$ cat config.mk
export PLATFORM = sky130hd
export DESIGN_NAME = sbacs_ctrl
export DESIGN_NICKNAME = d
export VERILOG_FILES = /design/src/sv/sbacs_pkg.sv /design/src/sv/sbacs_ctrl.sv
export SDC_FILE = /design/constraint.sdc
export NUM_CORES = 1
export LEC_CHECK = 0
export BUFFER_PORTS_ARGS = -buffer_cell sky130_fd_sc_hd__buf_2
export CORE_AREA = 2 2 39 41
export CTS_CLUSTER_DIAMETER = 120
export CTS_CLUSTER_SIZE = 16
export DETAILED_ROUTE_END_ITERATION = 12
export DIE_AREA = 0 0 41 43
export PLACE_DENSITY_LB_ADDON = 0.08
export SLEW_MARGIN = 20
export SYNTH_ARGS = -nofsm -noshare
export SYNTH_HDL_FRONTEND = slang
export SYNTH_SLANG_ARGS = --single-unit
$ cat constraint.sdc
create_clock -name i_clk -period 3.3 [get_ports i_clk]
set_input_delay 0.66 -clock i_clk [delete_from_list [all_inputs] [get_ports i_clk]]
set_output_delay 0.66 -clock i_clk [all_outputs]
set_load 0.01 [all_outputs]
$ cat src/sv/sbacs_pkg.sv
// ----------------------------------------------------------------------------
// sbacs_pkg
// Shared types and constants of the CPU step block.
// ----------------------------------------------------------------------------
package sbacs_pkg;
    localparam int MEM_WORDS = 256;
    localparam int MEM_AW = $clog2(MEM_WORDS);

    localparam logic [2:0] MODE_WMEM = 3'd0;
    localparam logic [2:0] MODE_RMEM = 3'd1;
    localparam logic [2:0] MODE_WCTX = 3'd2;
    localparam logic [2:0] MODE_SLICE = 3'd3;
    localparam logic [2:0] MODE_EXEC = 3'd4;

    localparam logic [1:0] CFG_BASE = 2'd0;
    localparam logic [1:0] CFG_SIZE = 2'd1;
    localparam logic [1:0] CFG_SLICE = 2'd2;

    localparam logic [2:0] EV_NONE = 3'd0;
    localparam logic [2:0] EV_SLICE = 3'd1;
    localparam logic [2:0] EV_HALT = 3'd2;
    localparam logic [2:0] EV_OOB = 3'd3;
    localparam logic [2:0] EV_BADOP = 3'd4;
    localparam logic [2:0] EV_READ = 3'd5;
    localparam logic [2:0] EV_WRITE = 3'd6;

    localparam logic [4:0] OP_LOAD = 5'd0, OP_STORE = 5'd1, OP_ADD = 5'd2,
        OP_ADDC = 5'd3, OP_SUB = 5'd4, OP_SUBC = 5'd5, OP_AND = 5'd6, OP_XOR = 5'd7,
        OP_COMPL = 5'd8, OP_SHL = 5'd9, OP_SHLA = 5'd10, OP_SHR = 5'd11,
        OP_SHRA = 5'd12, OP_CMP = 5'd13, OP_GETS = 5'd14, OP_PUTS = 5'd15,
        OP_JMP = 5'd16, OP_JLT = 5'd17, OP_JEQ = 5'd18, OP_JGT = 5'd19,
        OP_CALL = 5'd20, OP_RET = 5'd21, OP_TRD = 5'd22, OP_TWR = 5'd23,
        OP_HALT = 5'd24, OP_NOOP = 5'd25;

    typedef enum logic [3:0] {
        S_IDLE, S_ACCESS, S_FETCH, S_DECODE, S_EXEC, S_MEMWAIT,
        S_PUSH, S_POP, S_POPWAIT, S_CHECK, S_DONE
    } t_state;

    typedef enum logic [3:0] {
        C_NONE, C_DIRECT, C_PRECHECK, C_FETCH, C_DECODE, C_EXEC, C_LOADWB,
        C_PUSH, C_POPRD, C_POPWB, C_POSTCHECK
    } t_cmd_op;

    typedef struct packed {
        t_cmd_op op;
    } t_cmd;

    typedef struct packed {
        logic stop;      // a bound check or execute ended the step
        logic is_load;   // memory load waits for data
        logic is_call;
        logic is_ret;
        logic last;      // final stack word of call/return
    } t_status;
endpackage

$ cat src/sv/sbacs_ctrl.sv
// ----------------------------------------------------------------------------
// sbacs_ctrl
// Sequencer of the CPU step block: handshakes and datapath commands.
// ----------------------------------------------------------------------------
module sbacs_ctrl (
    input  logic                i_clk,
    input  logic                i_rst_n,
    input  logic                i_valid,
    output logic                o_ready,
    output logic                o_valid,
    input  logic                i_ready,
    input  logic [2:0]          i_mode,
    output sbacs_pkg::t_cmd     o_cmd,
    input  sbacs_pkg::t_status  i_status
);
    import sbacs_pkg::*;

    t_state r_state, n_state;
    logic   r_exec, n_exec;

    always_ff @(posedge i_clk) begin
        if (!i_rst_n) begin
            r_state <= S_IDLE;
            r_exec  <= 1'b0;
        end else begin
            r_state <= n_state;
            r_exec  <= n_exec;
        end
    end

    always_comb begin
        n_state = r_state;
        n_exec  = r_exec;
        unique case (r_state)
            S_IDLE: if (i_valid) begin
                n_state = S_ACCESS;
                n_exec  = (i_mode == MODE_EXEC);
            end
            S_ACCESS: n_state = r_exec ? S_FETCH : S_MEMWAIT;
            S_MEMWAIT: n_state = S_DONE;
            S_FETCH: n_state = i_status.stop ? S_DONE : S_DECODE;
            S_DECODE: n_state = S_EXEC;
            S_EXEC: begin
                if (i_status.stop) n_state = S_DONE;
                else if (i_status.is_load) n_state = S_POPWAIT;
                else if (i_status.is_call) n_state = S_PUSH;
                else if (i_status.is_ret) n_state = S_POP;
                else n_state = S_CHECK;
            end
            S_PUSH: if (i_status.last) n_state = S_CHECK;
            S_POP: n_state = S_POPWAIT;
            S_POPWAIT: begin
                if (i_status.is_ret && !i_status.last) n_state = S_POP;
                else n_state = S_CHECK;
            end
            S_CHECK: n_state = S_DONE;
            S_DONE: if (i_ready) n_state = S_IDLE;
            default: n_state = S_IDLE;
        endcase
    end

    always_comb begin
        o_cmd.op = C_NONE;
        o_ready  = (r_state == S_IDLE);
        o_valid  = (r_state == S_DONE);
        unique case (r_state)
            S_IDLE:    o_cmd.op = C_NONE;
            S_ACCESS:  o_cmd.op = r_exec ? C_PRECHECK : C_DIRECT;
            S_MEMWAIT: o_cmd.op = C_FETCH;
            S_FETCH:   o_cmd.op = C_DECODE;
            S_DECODE:  o_cmd.op = C_FETCH;
            S_EXEC:    o_cmd.op = C_EXEC;
            S_PUSH:    o_cmd.op = C_PUSH;
            S_POP:     o_cmd.op = C_POPRD;
            S_POPWAIT: o_cmd.op = (i_status.is_ret) ? C_POPWB : C_LOADWB;
            S_CHECK:   o_cmd.op = C_POSTCHECK;
            default:   o_cmd.op = C_FETCH;
        endcase
    end
endmodule

==> out/summary.txt <==
Status -> finished clean
Routed wire length per instance -> 12.2 um
Leak -> 0.254 nW
Hold Path Class -> flop to flop
Vias per cell -> 5.77
Number of synthesis warnings -> 0
Post-synth EDFFs -> 0
Num Clock Sinks -> 5
Number of top-level pins -> 18
Met1 GRT Util -> 22.7%
Synthesized instance count -> 75
Total CTS buffers -> 3
Top area cells in the synthesized netlist -> dfxtp_1 20%, a21oi_1 9.9%, nor2_1 6.7%
Worst VDD drop -> 0.397 mV
Post-Syn Area -> 508 sq um
Routability cong. -> 0.766
Post-synth top area share -> 19.7%
Core footprint -> 0.00138 sq mm
Cell taking the most area after synthesis -> dfxtp_1
Hold Crit Depth -> 3
Worst EP required -> 2640 ps
Vias in the first global route -> 501
Setup-failing EPs final -> 0
CP Launch Type -> flop
Worst setup path category -> flop to output pin
Clk slew on worst S/H paths -> 40 ps
R2R cell count -> 4
Initial Util -> 36.7%
Post-synth ARST share -> 0%
Final #Nets -> 103
Unique cell type count in the Yosys netlist -> 29
CP max FO -> 22
Syn_nets -> 87
Met3 Use GR -> 5.24%
Drt pass-1 iters -> 4
Global route overflow -> 0
GR peak layer -> met2
Clock Tree Root -> clkbuf_4
Actual transition at the worst max-transition pin -> 651 ps
Initial antenna violation count -> 0
ANT nets after route -> 0
Pre-CTS WS -> 1220 ps
Util after Layout -> 44.0%
Slew HR -> 56.5%
Post-layout total power -> 0.522 mW
Final min period -> 2280 ps
Setup ws final -> 1020 ps
Final Max Slew Viols -> 0
#FFs+latches synth -> 5
Clock latency on the worst-skew pair -> 240 ps
Layout area overhead -> 20.0%
Post-CTS setup buffers -> 0
Hold path endpoint -> r_exec
Final hold vios -> 0
Internal reg-to-reg setup slack -> 1660 ps
Vias -> 612
Die W -> 41 um
Proportion of layout cells with a drive suffix above 1 -> 25.6%
# fillers -> 155
CP max stage delay -> 730 ps
Die area -> 0.00176 sq mm
Iter 0 DRT Violations -> 18
P per Cell Area -> 857 mW/mm^2
Largest net degree at the start of global routing -> 23
Crit-path cells -> nor2_1, a31oi_1, a21oi_1, o22a_1, buf_2
FP Rows -> 14
Reg2reg start -> r_state[3]
Max clock buf depth -> 2
Hold_sp -> r_exec
Resize count post-CTS -> 0
Worst R2R End -> r_state[1]
Final worst path period share -> 69.2%
GR Util met2 -> 25.3%
Total number of H-tree levels -> 1
Ant. Diodes -> 0
RSZ-0062 raised after global routing -> false
CP max-delay cell -> dfxtp_1
Drt drc -> 0
Hold_buf cts -> 0
GRT Util Overall -> 17.6%
CTS tree -> yes
Post-synth top flop -> dfxtp_1
Seq/Total Area, Yosys -> 19.7%
Port bufs -> 17
Mapped Avg Cell Area -> 6.77 sq um
Routed wire length -> 1.29 mm
Die Span Y -> 43 um
Clock skew -> 5.47 ps
Data arrival, critical path -> 1620 ps
Fmax -> 438 MHz
Max-cap violations -> 0
Worst Setup End Kind -> output pin
Fin Setup TNS -> 0 ps
First-pass GRT wire length -> 2.15 mm
Dpl hpwl -> 944 um
## cell type report
type	count	area [sq um]	share of cell area (%)
timing repair buffer	17	85.1	14.0
sequential	5	100	16.4
inverter	4	15.0	2.46
multi-input combinational	60	363	59.5
tap	16	20.0	3.29
clock buffer	4	26.3	4.31
## cell usage after synthesis, types with 2 or more instances
cell / number
a21oi_1: 10
a31oi_1: 2
and3b_1: 2
buf_2: 6
dfxtp_1: 5
inv_1: 2
inv_2: 2
nand2_1: 2
nand2b_1: 3
nand3b_1: 2
nor2_1: 9
nor3_1: 4
o211ai_1: 3
o21a_1: 2
o21ai_0: 5
o21ai_1: 2
o22a_1: 2
## cells in the final DEF, fill, tap and decap left out, types with 2 or more instances in the layout
master    synthesis  final
nand3b_1          2      2
and3b_1           2      2
a21oi_1          10     10
nand2_1           2      2
o21ai_1           2      2
clkbuf_4          0      3
o21a_1            2      2
nand2b_1          3      3
nor3_1            4      4
nor2_1            9      9
buf_2             6     17
dfxtp_1           5      5
o22a_1            2      2
o21ai_0           5      5
a31oi_1           2      2
inv_2             2      2
inv_1             2      2
o211ai_1          3      3
## per-stage QoR
| step | hold slack [ps] | instance area (sq um) | cells |
|---|---|---|---|
| 2_1_floorplan | 613 | 508 | 75 |
| 3_3_place_gp | 673 | 583 | 102 |
| 3_5_place_dp | 654 | 583 | 102 |
| 4_1_cts | 660 | 609 | 106 |
| 5_1_grt | 699 | 609 | 106 |
| 6_report | 656 | 609 | 106 |
## worst max path at each step
stage           startpoint  endpoint  slack (ps)  cells past startpoint
2_1_floorplan   r_state[1]  o_cmd[3]        1520                      5
5_1_grt         r_state[0]  o_cmd[1]         870                      5
6_report        r_state[3]  o_cmd[0]        1020                      5
3_5_place_dp   i_status[1]  o_cmd[1]        1220                      6
3_3_place_gp   i_status[1]  o_cmd[1]        1210                      6
4_1_cts         r_state[3]  o_cmd[0]        1010                      5
## metal layers
layer / part of all wire [%] / routed length [um]
met1: 47 / 600
met2: 48 / 621
met3: 4.3 / 56
met4: 0.70 / 9
met5: 0 / 0
## state kept, by name, summed over array words and instances (netlist names)
register	count
r_state	4
r_exec	1
## critical path: cells and delay by family (launching register included)
kind                   cells  cell delay (ps)
AO/OA/AOI/OAI              3              440
flip-flops                 1              730
buffers and inverters      1              130
AND/OR/NAND/NOR            1               80
## power by group
group	total, mW	switching [mW]	leakage (nW)	internal [mW]
Clock	0.0683	0.0227	0.0150	0.0456
Combinational	0.286	0.149	0.198	0.137
Sequential	0.168	0.0864	0.0410	0.0821
Total	0.522	0.258	0.254	0.265
## cells by family after synthesis
group,Yosys count,share of synthesized area [%]
AOI/OAI and AO/OA,32,40.1
and+or+nand+nor,28,31.3
buffers and inverters,10,8.87
DFF,5,19.7
No activity file was read; power rests on OpenSTA's default activity.
